===== config.mk =====
export PLATFORM = sky130hd
export DESIGN_NAME = midi_track_event_parser_top_flat
export DESIGN_NICKNAME = d
export VERILOG_FILES = /design/src/rtl/core/mtep_pkg.sv /design/src/rtl/core/mtep_ifs.sv /design/src/rtl/core/midi_track_event_parser_top.sv /design/src/rtl/core/mtep_parser.sv /design/src/rtl/core/mtep_out_queue.sv /design/src/flat_wrapper.sv
export SDC_FILE = /design/constraint.sdc
export NUM_CORES = 1
export LEC_CHECK = 0
export BUFFER_PORTS_ARGS = -buffer_cell sky130_fd_sc_hd__buf_2
export CELL_PAD_IN_SITES_DETAIL_PLACEMENT = 0
export CELL_PAD_IN_SITES_GLOBAL_PLACEMENT = 1
export CORE_ASPECT_RATIO = 1.25
export CORE_MARGIN = 2
export CORE_UTILIZATION = 45
export DETAILED_ROUTE_END_ITERATION = 10
export GPL_ROUTABILITY_DRIVEN = 0
export GPL_TIMING_DRIVEN = 0
export HOLD_SLACK_MARGIN = 0.15
export PLACE_DENSITY_LB_ADDON = 0.1
export SLEW_MARGIN = 20
export SYNTH_ARGS = -nofsm -noshare
export SYNTH_HDL_FRONTEND = slang
export SYNTH_SLANG_ARGS = --single-unit

===== constraint.sdc =====
create_clock -name clk -period 5 [get_ports clk]
set_input_delay 0.5 -clock clk [delete_from_list [all_inputs] [get_ports clk]]
set_output_delay 0.5 -clock clk [all_outputs]
set_load 0.05 [all_outputs]

===== src/rtl/core/mtep_pkg.sv =====
// Shared types and constants of the MIDI track event parser.
`default_nettype none

package mtep_pkg;

  // Event kinds on the result channel
  localparam logic [1:0] KIND_NOTE_ON   = 2'd0;
  localparam logic [1:0] KIND_NOTE_OFF  = 2'd1;
  localparam logic [1:0] KIND_TEMPO     = 2'd2;
  localparam logic [1:0] KIND_TRACK_END = 2'd3;

  // Track-end status codes
  localparam logic [1:0] STAT_OK        = 2'd0;
  localparam logic [1:0] STAT_LONG      = 2'd1;
  localparam logic [1:0] STAT_NO_RUN    = 2'd2;
  localparam logic [1:0] STAT_TRUNCATED = 2'd3;

  // Byte values of the track format
  localparam logic [7:0] SYS_STATUS    = 8'hF0;
  localparam logic [7:0] SYSEX_START   = 8'hF0;
  localparam logic [7:0] SYSEX_END     = 8'hF7;
  localparam logic [7:0] META_STATUS   = 8'hFF;
  localparam logic [7:0] META_TEMPO    = 8'h51;
  localparam logic [7:0] CH_NOTE_OFF   = 8'h80;
  localparam logic [7:0] CH_NOTE_ON    = 8'h90;
  localparam logic [7:0] CH_PROGRAM    = 8'hC0;
  localparam logic [7:0] CH_PRESSURE   = 8'hD0;

  // Default depth of the result queue
  localparam int OUT_DEPTH = 4;

  typedef struct packed {
    logic [1:0]  kind;
    logic [31:0] tick;
    logic [7:0]  note;
    logic [7:0]  vel;
    logic [23:0] tempo;
    logic [1:0]  status;
    logic        last;
  } result_t;

  // Results handed from the parser to the queue in the same cycle
  typedef struct packed {
    logic [1:0] cnt;
    result_t    res0;
    result_t    res1;
  } push_t;

endpackage

`default_nettype wire


===== src/rtl/core/mtep_ifs.sv =====
// Handshake interfaces of the byte and result channels.
`default_nettype none

interface mtep_in_if;
  logic       valid;
  logic       ready;
  logic [7:0] data_byte;
  logic       last_byte;

  modport source (output valid, output data_byte, output last_byte, input ready);
  modport sink (input valid, input data_byte, input last_byte, output ready);
endinterface

interface mtep_out_if;
  logic        valid;
  logic        ready;
  logic [1:0]  event_kind;
  logic [31:0] event_tick;
  logic [7:0]  note_number;
  logic [7:0]  note_velocity;
  logic [23:0] tempo_value;
  logic [1:0]  track_status;
  logic        last_of_run;

  modport source (output valid, output event_kind, output event_tick, output note_number,
                  output note_velocity, output tempo_value, output track_status,
                  output last_of_run, input ready);
  modport sink (input valid, input event_kind, input event_tick, input note_number,
                input note_velocity, input tempo_value, input track_status,
                input last_of_run, output ready);
endinterface

`default_nettype wire


===== src/rtl/core/midi_track_event_parser_top.sv =====
// Top level of the MIDI track event parser.
// Usage:
//   in_bus takes the body of one track chunk, one byte a beat, with last_byte
//   set on the final byte. out_bus gives note-on, note-off and set-tempo
//   events with their tick, and one track-end beat with a status at the last
//   byte; last_of_run marks the final result beat caused by a byte.
//   A result passes through the byte register and then the result queue
//   before it is offered on out_bus.
//   Throughput: one byte a cycle while out_bus drains; a byte that causes two
//   results needs two out_bus beats, so sustained output is one result beat a
//   cycle, set by the single read port of the result queue.
//   Stall: while out_ready is low the queue holds its results; in_ready drops
//   once the queue cannot take two more results and the byte register is full.
//   Reset (rst_n low, synchronous) empties the queue and the byte register and
//   returns the parse state to waiting for a delta time. The state also
//   returns there after every last byte, so the next track follows directly.
`default_nettype none

module midi_track_event_parser_top #(
  parameter int QueueDepth = mtep_pkg::OUT_DEPTH
) (
  input  wire logic     clk,
  input  wire logic     rst_n,
  mtep_in_if.sink       in_bus,
  mtep_out_if.source    out_bus
);

  logic              room;
  mtep_pkg::push_t   push;
  mtep_pkg::result_t out_res;

  mtep_parser u_parser (
    .clk          (clk),
    .rst_n        (rst_n),
    .in_valid     (in_bus.valid),
    .in_data_byte (in_bus.data_byte),
    .in_last_byte (in_bus.last_byte),
    .in_ready     (in_bus.ready),
    .room         (room),
    .push         (push)
  );

  mtep_out_queue #(
    .Depth (QueueDepth)
  ) u_queue (
    .clk       (clk),
    .rst_n     (rst_n),
    .push      (push),
    .room      (room),
    .out_valid (out_bus.valid),
    .out_ready (out_bus.ready),
    .out_res   (out_res)
  );

  // Spread the head result over the channel fields
  assign out_bus.event_kind    = out_res.kind;
  assign out_bus.event_tick    = out_res.tick;
  assign out_bus.note_number   = out_res.note;
  assign out_bus.note_velocity = out_res.vel;
  assign out_bus.tempo_value   = out_res.tempo;
  assign out_bus.track_status  = out_res.status;
  assign out_bus.last_of_run   = out_res.last;

endmodule

`default_nettype wire


===== src/rtl/core/mtep_parser.sv =====
// Input byte register and per-byte parse state update of the MIDI track parser.
`default_nettype none

module mtep_parser (
  input  wire logic           clk,
  input  wire logic           rst_n,
  input  wire logic           in_valid,
  input  wire logic [7:0]     in_data_byte,
  input  wire logic           in_last_byte,
  output logic                in_ready,
  input  wire logic           room,
  output mtep_pkg::push_t     push
);

  localparam logic [3:0] PH_DELTA     = 4'd0;
  localparam logic [3:0] PH_STATUS    = 4'd1;
  localparam logic [3:0] PH_DATA1     = 4'd2;
  localparam logic [3:0] PH_DATA2     = 4'd3;
  localparam logic [3:0] PH_META_TYPE = 4'd4;
  localparam logic [3:0] PH_META_LEN  = 4'd5;
  localparam logic [3:0] PH_SYSEX_LEN = 4'd6;
  localparam logic [3:0] PH_SKIP      = 4'd7;
  localparam logic [3:0] PH_ERR_LONG  = 4'd8;
  localparam logic [3:0] PH_ERR_NORUN = 4'd9;

  typedef struct packed {
    logic [3:0]  phase;
    logic [31:0] tick;
    logic [27:0] vl_acc;
    logic [1:0]  vl_bytes;
    logic [7:0]  run_st;
    logic [7:0]  cur_st;
    logic [7:0]  first;
    logic [7:0]  meta;
    logic [27:0] left;
    logic [23:0] tempo;
    logic        is_tempo;
  } pstate_t;

  localparam pstate_t PST_RESET = '{phase: PH_DELTA, default: '0};

  // Program change and channel pressure carry a single data byte
  function automatic logic one_data(input logic [7:0] st);
    return (st[7:4] == mtep_pkg::CH_PROGRAM[7:4]) || (st[7:4] == mtep_pkg::CH_PRESSURE[7:4]);
  endfunction

  logic       s1_valid_r, s1_valid_nxt;
  logic [7:0] s1_byte_r;
  logic       s1_last_r;
  logic       accept;
  logic       fire;

  pstate_t st_r, st_nxt, upd;

  logic [27:0] vl_acc;
  logic        vl_long;
  logic [27:0] left_dec;
  logic        ev_valid;
  logic [1:0]  ev_kind;
  logic [7:0]  ev_note;
  logic [7:0]  ev_vel;
  logic [23:0] ev_tempo;
  logic [1:0]  end_status;
  mtep_pkg::result_t ev_res, end_res;

  // Hold one byte; refill it in the cycle it moves on
  assign fire     = s1_valid_r & room;
  assign in_ready = ~s1_valid_r | room;
  assign accept   = in_valid & in_ready;

  always_comb begin
    s1_valid_nxt = s1_valid_r;
    if (accept) begin
      s1_valid_nxt = 1'b1;
    end else if (fire) begin
      s1_valid_nxt = 1'b0;
    end
  end

  always_ff @(posedge clk) begin
    if (!rst_n) begin
      s1_valid_r <= 1'b0;
    end else begin
      s1_valid_r <= s1_valid_nxt;
    end
  end

  always_ff @(posedge clk) begin
    if (accept) begin
      s1_byte_r <= in_data_byte;
      s1_last_r <= in_last_byte;
    end
  end

  // Shift the next seven bits into a variable-length quantity
  assign vl_acc   = {st_r.vl_acc[20:0], s1_byte_r[6:0]};
  assign vl_long  = s1_byte_r[7] & (st_r.vl_bytes == 2'd3);
  assign left_dec = st_r.left - 28'd1;

  // Advance the parse state by one byte
  always_comb begin
    upd      = st_r;
    ev_valid = 1'b0;
    ev_kind  = mtep_pkg::KIND_NOTE_ON;
    ev_note  = '0;
    ev_vel   = '0;
    ev_tempo = '0;
    unique case (st_r.phase)
      PH_STATUS: begin
        if (!s1_byte_r[7]) begin
          if (st_r.run_st == '0) begin
            upd.phase = PH_ERR_NORUN;
          end else begin
            upd.cur_st = st_r.run_st;
            upd.first  = s1_byte_r;
            upd.phase  = one_data(st_r.run_st) ? PH_DELTA : PH_DATA2;
          end
        end else begin
          if (s1_byte_r < mtep_pkg::SYS_STATUS) begin
            upd.run_st = s1_byte_r;
          end
          upd.cur_st = s1_byte_r;
          if (s1_byte_r == mtep_pkg::META_STATUS) begin
            upd.phase = PH_META_TYPE;
          end else if (s1_byte_r == mtep_pkg::SYSEX_START ||
                       s1_byte_r == mtep_pkg::SYSEX_END) begin
            upd.phase = PH_SYSEX_LEN;
          end else begin
            upd.phase = PH_DATA1;
          end
        end
      end
      PH_DATA1: begin
        upd.first = s1_byte_r;
        upd.phase = one_data(st_r.cur_st) ? PH_DELTA : PH_DATA2;
      end
      PH_DATA2: begin
        ev_note = st_r.first;
        ev_vel  = s1_byte_r;
        if (st_r.cur_st[7:4] == mtep_pkg::CH_NOTE_ON[7:4] && s1_byte_r != '0) begin
          ev_valid = 1'b1;
          ev_kind  = mtep_pkg::KIND_NOTE_ON;
        end else if (st_r.cur_st[7:4] == mtep_pkg::CH_NOTE_ON[7:4] ||
                     st_r.cur_st[7:4] == mtep_pkg::CH_NOTE_OFF[7:4]) begin
          ev_valid = 1'b1;
          ev_kind  = mtep_pkg::KIND_NOTE_OFF;
        end
        upd.phase = PH_DELTA;
      end
      PH_META_TYPE: begin
        upd.meta  = s1_byte_r;
        upd.phase = PH_META_LEN;
      end
      PH_META_LEN, PH_SYSEX_LEN: begin
        upd.vl_acc = vl_acc;
        if (!s1_byte_r[7]) begin
          upd.vl_bytes = 2'd0;
          upd.left     = vl_acc;
          upd.is_tempo = (st_r.phase == PH_META_LEN) && (st_r.meta == mtep_pkg::META_TEMPO) &&
                         (vl_acc == 28'd3);
          upd.tempo    = '0;
          upd.vl_acc   = '0;
          upd.phase    = (vl_acc != '0) ? PH_SKIP : PH_DELTA;
        end else if (vl_long) begin
          upd.phase = PH_ERR_LONG;
        end else begin
          upd.vl_bytes = st_r.vl_bytes + 2'd1;
        end
      end
      PH_SKIP: begin
        upd.tempo = {st_r.tempo[15:0], s1_byte_r};
        upd.left  = left_dec;
        ev_tempo  = {st_r.tempo[15:0], s1_byte_r};
        ev_kind   = mtep_pkg::KIND_TEMPO;
        if (left_dec == '0) begin
          ev_valid  = st_r.is_tempo;
          upd.phase = PH_DELTA;
        end
      end
      PH_ERR_LONG, PH_ERR_NORUN: begin
      end
      default: begin
        upd.vl_acc = vl_acc;
        if (!s1_byte_r[7]) begin
          upd.vl_bytes = 2'd0;
          upd.tick     = st_r.tick + {4'd0, vl_acc};
          upd.vl_acc   = '0;
          upd.phase    = PH_STATUS;
        end else if (vl_long) begin
          upd.phase = PH_ERR_LONG;
        end else begin
          upd.vl_bytes = st_r.vl_bytes + 2'd1;
        end
      end
    endcase
  end

  // Grade the track at its last byte
  always_comb begin
    priority if (upd.phase == PH_ERR_LONG) begin
      end_status = mtep_pkg::STAT_LONG;
    end else if (upd.phase == PH_ERR_NORUN) begin
      end_status = mtep_pkg::STAT_NO_RUN;
    end else if (upd.phase == PH_DELTA && upd.vl_bytes == 2'd0) begin
      end_status = mtep_pkg::STAT_OK;
    end else begin
      end_status = mtep_pkg::STAT_TRUNCATED;
    end
  end

  // Build the results of this byte
  always_comb begin
    ev_res        = '0;
    ev_res.kind   = ev_kind;
    ev_res.tick   = upd.tick;
    ev_res.note   = (ev_kind == mtep_pkg::KIND_TEMPO) ? 8'd0 : ev_note;
    ev_res.vel    = (ev_kind == mtep_pkg::KIND_TEMPO) ? 8'd0 : ev_vel;
    ev_res.tempo  = (ev_kind == mtep_pkg::KIND_TEMPO) ? ev_tempo : 24'd0;
    ev_res.last   = ~s1_last_r;

    end_res        = '0;
    end_res.kind   = mtep_pkg::KIND_TRACK_END;
    end_res.tick   = upd.tick;
    end_res.status = end_status;
    end_res.last   = 1'b1;

    push.res0 = ev_valid ? ev_res : end_res;
    push.res1 = end_res;
    push.cnt  = fire ? ({1'b0, ev_valid} + {1'b0, s1_last_r}) : 2'd0;
  end

  // Commit the state; a last byte returns it to reset
  always_comb begin
    st_nxt = st_r;
    if (fire) begin
      st_nxt = s1_last_r ? PST_RESET : upd;
    end
  end

  always_ff @(posedge clk) begin
    if (!rst_n) begin
      st_r <= PST_RESET;
    end else begin
      st_r <= st_nxt;
    end
  end

endmodule

`default_nettype wire


===== src/rtl/core/mtep_out_queue.sv =====
// Small result queue that parts the parser from the result channel.
`default_nettype none

module mtep_out_queue #(
  parameter int Depth = mtep_pkg::OUT_DEPTH
) (
  input  wire logic              clk,
  input  wire logic              rst_n,
  input  wire mtep_pkg::push_t   push,
  output logic                   room,
  output logic                   out_valid,
  input  wire logic              out_ready,
  output mtep_pkg::result_t      out_res
);

  localparam int PtrW = (Depth > 1) ? $clog2(Depth) : 1;
  localparam int CntW = $clog2(Depth + 1);
  localparam logic [PtrW-1:0] LAST_PTR = PtrW'(Depth - 1);
  localparam logic [CntW-1:0] ROOM_MAX = CntW'(Depth - 2);

  function automatic logic [PtrW-1:0] ptr_inc(input logic [PtrW-1:0] p);
    return (p == LAST_PTR) ? '0 : p + 1'b1;
  endfunction

  mtep_pkg::result_t mem_r [Depth];
  logic [PtrW-1:0] wr_ptr_r, wr_ptr_nxt;
  logic [PtrW-1:0] rd_ptr_r, rd_ptr_nxt;
  logic [CntW-1:0] count_r, count_nxt;
  logic [PtrW-1:0] wr_ptr_1;
  logic            pop;

  assign out_valid = (count_r != '0);
  assign out_res   = mem_r[rd_ptr_r];
  assign room      = (count_r <= ROOM_MAX);
  assign pop       = out_valid & out_ready;
  assign wr_ptr_1  = ptr_inc(wr_ptr_r);

  // Advance pointers and the fill count
  always_comb begin
    wr_ptr_nxt = wr_ptr_r;
    if (push.cnt == 2'd1) begin
      wr_ptr_nxt = wr_ptr_1;
    end else if (push.cnt == 2'd2) begin
      wr_ptr_nxt = ptr_inc(wr_ptr_1);
    end
    rd_ptr_nxt = pop ? ptr_inc(rd_ptr_r) : rd_ptr_r;
    count_nxt  = count_r + CntW'(push.cnt) - CntW'(pop);
  end

  always_ff @(posedge clk) begin
    if (!rst_n) begin
      wr_ptr_r <= '0;
      rd_ptr_r <= '0;
      count_r  <= '0;
    end else begin
      wr_ptr_r <= wr_ptr_nxt;
      rd_ptr_r <= rd_ptr_nxt;
      count_r  <= count_nxt;
    end
  end

  // Store up to two results a cycle
  always_ff @(posedge clk) begin
    if (push.cnt != 2'd0) begin
      mem_r[wr_ptr_r] <= push.res0;
    end
    if (push.cnt == 2'd2) begin
      mem_r[wr_ptr_1] <= push.res1;
    end
  end

endmodule

`default_nettype wire


===== src/flat_wrapper.sv =====
// flat-port wrapper written by rule: the top's interface ports become plain ports
module midi_track_event_parser_top_flat 
#(
  parameter int QueueDepth = mtep_pkg::OUT_DEPTH
)
  (clk, rst_n, in_bus_valid, in_bus_data_byte, in_bus_last_byte, in_bus_ready, out_bus_valid, out_bus_event_kind, out_bus_event_tick, out_bus_note_number, out_bus_note_velocity, out_bus_tempo_value, out_bus_track_status, out_bus_last_of_run, out_bus_ready);
  mtep_in_if in_bus_i ();
  mtep_out_if out_bus_i ();
  input  wire logic clk;
  input  wire logic rst_n;
  input wire logic [$bits(in_bus_i.valid)-1:0] in_bus_valid;
  input wire logic [$bits(in_bus_i.data_byte)-1:0] in_bus_data_byte;
  input wire logic [$bits(in_bus_i.last_byte)-1:0] in_bus_last_byte;
  output wire logic [$bits(in_bus_i.ready)-1:0] in_bus_ready;
  output wire logic [$bits(out_bus_i.valid)-1:0] out_bus_valid;
  output wire logic [$bits(out_bus_i.event_kind)-1:0] out_bus_event_kind;
  output wire logic [$bits(out_bus_i.event_tick)-1:0] out_bus_event_tick;
  output wire logic [$bits(out_bus_i.note_number)-1:0] out_bus_note_number;
  output wire logic [$bits(out_bus_i.note_velocity)-1:0] out_bus_note_velocity;
  output wire logic [$bits(out_bus_i.tempo_value)-1:0] out_bus_tempo_value;
  output wire logic [$bits(out_bus_i.track_status)-1:0] out_bus_track_status;
  output wire logic [$bits(out_bus_i.last_of_run)-1:0] out_bus_last_of_run;
  input wire logic [$bits(out_bus_i.ready)-1:0] out_bus_ready;
  assign in_bus_i.valid = in_bus_valid;
  assign in_bus_i.data_byte = in_bus_data_byte;
  assign in_bus_i.last_byte = in_bus_last_byte;
  assign in_bus_ready = in_bus_i.ready;
  assign out_bus_valid = out_bus_i.valid;
  assign out_bus_event_kind = out_bus_i.event_kind;
  assign out_bus_event_tick = out_bus_i.event_tick;
  assign out_bus_note_number = out_bus_i.note_number;
  assign out_bus_note_velocity = out_bus_i.note_velocity;
  assign out_bus_tempo_value = out_bus_i.tempo_value;
  assign out_bus_track_status = out_bus_i.track_status;
  assign out_bus_last_of_run = out_bus_i.last_of_run;
  assign out_bus_i.ready = out_bus_ready;
  midi_track_event_parser_top #(.QueueDepth(QueueDepth)) u_core (.clk(clk), .rst_n(rst_n), .in_bus(in_bus_i), .out_bus(out_bus_i));
endmodule

==> results of run 1 <==
[synth_stat cells, types with 14 or more instances]
cell      instances
xor2_1           17
a22oi_1          35
nand3_1          58
nand4_1          14
nor4_1           14
a22o_1          161
mux2i_1          37
a21oi_1         134
clkbuf_1        105
mux4_2           77
edfxtp_1        145
o21ai_0          61
dfxtp_1         314
o211ai_1         17
xnor2_1          19
nor2_1          273
nand2_1         141
nor2b_1          18
and2_1           22
inv_1            28
nor3_1           30
ha_1             45
or3_1            14
[worst max path at each step]
stage	start	end	slack, ns	depth (start not counted)
finish	u_core.u_parser.st_r[25]	u_core.u_queue.mem_r[1][60]	0.27	21
floorplan	u_core.u_parser.st_r[25]	u_core.u_queue.mem_r[3][48]	0.28	17
detailed placement	u_core.u_parser.st_r[25]	u_core.u_queue.mem_r[2][60]	-1.11	19
global placement	u_core.u_parser.st_r[25]	u_core.u_queue.mem_r[0][51]	-2.12	17
CTS	u_core.u_parser.st_r[25]	u_core.u_queue.mem_r[1][60]	0.02	21
global route	u_core.u_parser.st_r[25]	u_core.u_queue.mem_r[1][60]	0.03	21
[state kept, by name, indices dropped and copies added (netlist names), named ones only]
signal	count
u_core.u_queue.mem_r	308
u_core.u_parser.st_r	132
u_core.u_parser.s1_byte_r	8
u_core.u_queue.count_r	3
u_core.u_queue.rd_ptr_r	2
u_core.u_queue.wr_ptr_r	2
u_core.u_parser.s1_last_r	1
u_core.u_parser.s1_valid_r	1
[area by class of cell]
type	instances	area, µm²
well taps	585	732
flip-flops and latches	459	10600
repair buffers	127	838
multi-input cells	1356	9910
clock buffers	75	1420
clock inverters	12	198
inverters	31	124
plain buffers	134	623
fillers	4165	21800
[power groups by stage]
stage	clock, mW	sequential, mW	combinational (mW)
finish	3.69	4.00	1.79
global route	3.90	4.00	1.91
CTS	3.74	4.00	1.80
detailed placement	0	4.08	1.76
global placement	0	4.08	1.75
floorplan	0	4.05	1.28
[through the flow]
stage          power (mW)  util, %  std cells  instance area [µm²]
2_1_floorplan        5.32        -       1982                21100
3_3_place_gp         5.83     48.2       2658                22300
3_5_place_dp         5.84     48.4       2662                22400
4_1_cts              9.54     52.6       2769                24300
5_1_grt              9.82     53.0       2779                24500
6_report             9.48     53.0       2779                24500
[cell families (layout without fill, tap and decap cells)]
kind of cell	Yosys count	count (layout)	synth area share, %
xor+xnor	36	36	1.50
flops	459	459	50.5
buf+inv	167	379	3.34
mux	115	115	10.0
compound gates	509	509	17.2
fa+ha+maj	47	47	2.86
simple gates	649	649	14.6
[repair_timing]
action                                 4_1_cts  5_1_grt
setup endpoints to repair                  429      387
setup buffers                               11       11
endpoints found under the hold margin       10        0
resized for setup                           37       49
pin swaps                                    3        5
hold buffers                                10        0
gates cloned                                 0        0
[routing by layer]
metal  track usage [%]  wire length [µm]  share of wire, %  vias to the layer above
li1                  -                 -                 -                     7734
met4              9.75              2380               3.6                        0
met3              4.12              3240               4.9                      122
met5                 0                 0                 0                        -
met2              47.9             33300                50                      452
met1              33.8             27100                41                     8202
[worst register-to-register path, delay by kind of cell (launching register included)]
kind	cells	cell delay (ns)
adders and majority gates	3	0.74
DFF	1	0.38
and+or+nand+nor	8	1.60
AOI/OAI and AO/OA	3	0.60
xor gates and xnor gates	1	0.22
buffers and inverters	6	0.95
==> impl_results.md, run 1 <==
* Status: finished clean
* Layout area overhead at 16.1%
* Achievable Freq at 211 MHz
* Avg Cell Area, Syn at 10.6 µm²
* Synthesized instance count at 1,982
* Flop pwr share at 42.2%
* Worst slack, placed at -1.11 ns
* Buf/Inv on CP at 6
* Via density at 5.94
* Area of the core at 46,200 µm²
* Most frequent cells in the layout: dfxtp_1 (314), nor2_1 (269), a22o_1 (161)
* Rows at 88
* Synth warn at 0
* Crit path arrival time at 5.06 ns
* Critical path, cell by cell: inv_1 > ha_1 > nor3b_4 > buf_4 > nand4_4 > xor2_1 > o2111ai_2 > nor4_4 > buf_4 > nand4_4 > and2_4 > inv_2 > ha_2 > nand2_2 > ha_4 > nor2b_2 > a21oi_4 > inv_4 > buf_12 > nand3_1 > o31ai_1
* DRT Pass-1 Iters at 5
* Hold Crit Start: rst_n
* Hold endpoint: u_core.u_parser.st_r[141]
* Crit-path leading delay family: simple AND/OR/NAND/NOR gates
* Synth Flop Type: dfxtp_1
* CTS tree: yes
* PD cells at 387 nW/µm²
* Die Wd at 198 µm
* Vias at 16,500
* Asr flop ratio synth at 0%
* Initial DRC count at 1,027
* Element type at the critical path end: flip-flop
* Worst Tran Pin Value at 1.05 ns
* DR WL/cell at 23.7 µm
* Post-synth top area share at 29.8%
* First-pass GRT wire length at 99,700 µm
* Comb power frac at 18.9%
* P_leak at 9.06 nW
* Antenna Nets Post-Route at 0
* Post-synthesis sequential area ratio at 50.5%
* Reg2Reg Depth at 21
* Worst VDD drop at 325 µV
* CP max stage delay at 0.38 ns
* DRC at 0
* Worst R2R Start: u_core.u_parser.st_r[25]
* Die Ht at 246 µm
* Fin. max-slew vios at 0
* Post-synthesis register bit count at 459
* Post-route clock period utilization at 94.6%
* Clk buf depth at 3
* Hold Path Class: input pin to flip-flop
* Internal power component at 6.64 mW
* RSZ-0062 raised after global routing: no
* Max Cap Violations at 0
* PortBufs at 91
* Syn nets at 2,042
* Switching fraction of total power at 29.9%
* Die area at 48,600 µm²
* Largest net degree at the start of global routing at 30
* CTS Root Cell: clkbuf_16
* Final nets at 2,217
* Clock Sinks at 459
* Commonest non-fill, non-tap cell in the layout: dfxtp_1
* Terminus of the critical flop-to-flop path: u_core.u_queue.mem_r[1][60]
* WL final at 66,000 µm
* Hpwl dp at 47,300 µm
* Mapped Area at 21,100 µm²
* Relative slew slack at 29.7%
* Slowest CP cell: dfxtp_1
* FF-to-FF setup slack at 0.27 ns
* Share of layout cells above drive strength 1 at 16.8%
* Startpoint Class: flip-flop
* Grt ovf at 0
* CTS H-tree depth at 2
* Clk pwr share at 38.9%
* Final setup vio count at 0
* Skew final at 0.0204 ns
* GRT Resource Usage Total at 27.2%
* I/O pin cnt at 92
* Hold Violations, Final at 0
* ANT cells at 0
* Setup TNS at 0 ns
* CP Max Fanout at 29
* Critical path type: flip-flop to flip-flop
* Area leader, netlist: dfxtp_1
* Initial antenna violation count at 0
* Post-synth EDFFs at 145
* Setup ws final at 0.271 ns
* Clock-pin transition on the worst setup and hold timing paths at 0.06 ns
* Hold depth at 3
* Worst-skew pair later-pin latency at 0.60 ns
* P_sw at 2.83 mW
* Number of CTS-inserted buffers at 48
* Vias in the first global route at 16,400
* Crit path time final at 4.73 ns
* Synth unique cells at 88
* Data required time of the worst path at 5.33 ns
* Fin Hold WS at 0.241 ns
* Top cells by area, synth: dfxtp_1 (30%), edfxtp_1 (21%), mux4_2 (8.2%), a22o_1 (6.7%), nor2_1 (4.9%)
* Initial Util at 45.6%
Power figures use the tool's default switching activity.
==> run 2, diff against run 1 <==
--- a/config.mk
+++ b/config.mk
@@ -5,12 +5,13 @@
 export SDC_FILE = /design/constraint.sdc
 export NUM_CORES = 1
 export LEC_CHECK = 0
+export ABC_AREA = 1
 export BUFFER_PORTS_ARGS = -buffer_cell sky130_fd_sc_hd__buf_2
 export CELL_PAD_IN_SITES_DETAIL_PLACEMENT = 0
 export CELL_PAD_IN_SITES_GLOBAL_PLACEMENT = 1
 export CORE_ASPECT_RATIO = 1.25
 export CORE_MARGIN = 2
-export CORE_UTILIZATION = 45
+export CORE_UTILIZATION = 42
 export DETAILED_ROUTE_END_ITERATION = 10
 export GPL_ROUTABILITY_DRIVEN = 0
 export GPL_TIMING_DRIVEN = 0
==> impl_results.md, run 2 <==
* Status: finished clean
* Crit path depth at 26
* Top cells by area, synth: dfxtp_1 (28%), edfxtp_1 (20%), nand2_1 (8.9%), nor2_1 (7.8%), o21ai_0 (5.9%)
* Hold Violations, Final at 0
* Clock-pin transition on the worst setup and hold timing paths at 0.06 ns
* Post-synth EDFFs at 145
* Commonest cells post-synth: nand2_1 (527), nor2_1 (459), dfxtp_1 (314)
* Routed wl met2 at 35,800 µm
* Reg2Reg Depth at 26
* Terminus of the critical flop-to-flop path: u_core.u_queue.mem_r[0][38]
* Area of the core at 52,500 µm²
* Final nets at 3,043
* Initial DRC count at 1,393
* Final setup vio count at 0
* FF-to-FF setup slack at 0.38 ns
* Crit path top cell by count: nand2_1
* Buf/Inv on CP at 8
* Crit path arrival time at 5.08 ns
* Crit-path leading delay family: buffers and inverters
* Top sig layer: met4
* Post-synthesis register bit count at 459
* Avg Cell Area, Syn at 7.85 µm²
* RSZ-0062 raised after global routing: no
* Mapped Area at 22,200 µm²
* Initial Util at 42.3%
* Syn nets at 2,886
* Startpoint Class: flip-flop
* DR WL/cell at 20.1 µm
* Critical path type: flip-flop to flip-flop
* Share of layout cells above drive strength 1 at 10.0%
* Synth Flop Type: dfxtp_1
* Worst-skew pair later-pin latency at 0.60 ns
* Clk buf depth at 3
* Count leader, synth: nand2_1
* GRT Resource Usage Total at 27.0%
* Hold Path Class: input pin to flip-flop
* Die Ht at 261 µm
* Rows at 94
* CTS H-tree depth at 2
* Synth warn at 0
* Achievable Freq at 216 MHz
* WL met3 at 3440 µm
* ANT cells at 0
* Biggest regs: u_core.u_queue.mem_r: 308 flops, u_core.u_parser.st_r: 132 flops, u_core.u_parser.s1_byte_r: 8 flops
* Wire length on met1 at 32,500 µm
* Vias at 20,100
* Max Cap Violations at 0
* Relative slew slack at 24.6%
* Grt ovf at 0
* Synth unique cells at 52
* Via density at 5.43
* Worst R2R Start: u_core.u_parser.st_r[25]
* P_leak at 9.49 nW
* Largest net degree at the start of global routing at 29
* Setup TNS at 0 ns
* Setup crit start: u_core.u_parser.st_r[25]
* DRT Pass-1 Iters at 7
* I/O pin cnt at 92
* Post-synth top area share at 28.3%
* Post-route clock period utilization at 92.5%
* Antenna Nets Post-Route at 0
* CTS tree: yes
* Worst Tran Pin Value at 1.13 ns
* Number of CTS-inserted buffers at 50
* Die area at 54,700 µm²
* Crit path time final at 4.62 ns
* Max reg flops at 308
* Area leader, netlist: dfxtp_1
* Post-layout util at 48.2%
* Slowest CP cell: clkbuf_1
* Layout area overhead at 13.8%
* Clock Sinks at 459
* Commonest non-fill, non-tap cell in the layout: nand2_1
* Post-synthesis sequential area ratio at 47.9%
* Initial antenna violation count at 0
* Fin. max-slew vios at 0
* Vias in the first global route at 19,600
* Non-Filler Instances at 3,692
* Design Power at 11.6 mW
* Die Wd at 210 µm
* Largest Register: u_core.u_queue.mem_r
* PortBufs at 90
* Data required time of the worst path at 5.45 ns
* First-pass GRT wire length at 114,000 µm
* Asr flop ratio synth at 0%
* DRC at 0
* Element type at the critical path end: flip-flop
* Placed cells at 3,592
* Synthesized instance count at 2,826
* WL final at 74,300 µm
* PD cells at 457 nW/µm²
* CP Max Fanout at 10
* CP max stage delay at 0.59 ns
* Most frequent cells in the layout: nand2_1 (527), nor2_1 (455), dfxtp_1 (314)
* CTS Root Cell: clkbuf_16
* Worst VDD drop at 308 µV
* Hpwl dp at 54,500 µm
* CP endpoint: u_core.u_queue.mem_r[0][38]
* Skew final at 0.0256 ns
[run 2: cell count changes after synthesis, sizes merged, moves of 47 or more]
cell | previous run | this run
a21oi | 135 | 183
a22o | 161 | 0
inv | 29 | 204
mux4 | 77 | 0
nand2 | 141 | 540
nand3 | 58 | 105
nor2 | 277 | 473
o21ai | 66 | 428
o22ai | 0 | 83
[run 2: worst min-delay path: stages]
cell and delay [ns]:
buf_2 0.10, inv_1 0.06, a21oi_1 0.06
[run 2: how the worst min path moves through the flow]
stage	cells past startpoint	start	end	slack, ns
after floorplan	2	u_core.u_queue.mem_r[1][37]	u_core.u_queue.mem_r[1][37]	0.42
after global placement	2	u_core.u_queue.mem_r[2][37]	u_core.u_queue.mem_r[2][37]	0.43
after detailed placement	2	u_core.u_queue.mem_r[2][40]	u_core.u_queue.mem_r[2][40]	0.44
after CTS	3	in_bus_valid	u_core.u_parser.s1_valid_r	0.16
after global routing	3	in_bus_valid	u_core.u_parser.s1_valid_r	0.20
final	3	in_bus_valid	u_core.u_parser.s1_valid_r	0.19
[run 2: logic make-up after synthesis]
logic type               count (synthesis)  share of synthesized area [%]
XOR/XNOR                                23                          0.908
AND/OR/NAND/NOR                       1190                           23.7
AO/OA/AOI/OAI                          745                           18.2
multiplexers                             3                          0.135
flip-flops                             459                           47.9
buffers and inverters                  359                           6.48
adder cells (fa/ha/maj)                 47                           2.72
[run 2: metal layers]
layer	vias up	track usage, %
li1	9794	-
met1	9550	34.9
met2	573	46.6
met3	141	3.08
met4	0	9.89
met5	-	0
[run 2: power by group]
group | internal (mW) | total, mW | switching [mW] | leakage, nW
logic | 0.883 | 3.83 | 2.94 | 4.76
clock network | 2.00 | 3.57 | 1.56 | 0.762
registers | 3.98 | 4.16 | 0.180 | 3.97
[run 2: layout make-up]
class / instances / area [µm²]
repair buffers: 105 / 643
multi-input cells: 2008 / 10200
plain buffers: 155 / 673
inverters: 204 / 768
well taps: 672 / 841
fillers: 5252 / 27200
clock buffers: 69 / 1390
flip-flops and latches: 459 / 10600
clock inverters: 20 / 150
[run 2: timing repair]
item	CTS	global route
setup buffers	0	2
endpoints found under the hold margin	9	0
resized for setup	8	4
setup endpoints to repair	436	350
hold buffers	9	0
pin swaps	0	1
[run 2: stage by stage]
stage | setup WS, ns | instance area (µm²) | hold WS (ns)
global route | 0.0152 | 25300 | 0.196
floorplan | 0.828 | 22200 | 0.423
detailed placement | -0.747 | 23600 | 0.439
CTS | 0.0248 | 25200 | 0.164
finish | 0.377 | 25300 | 0.187
global placement | -1.30 | 23500 | 0.434
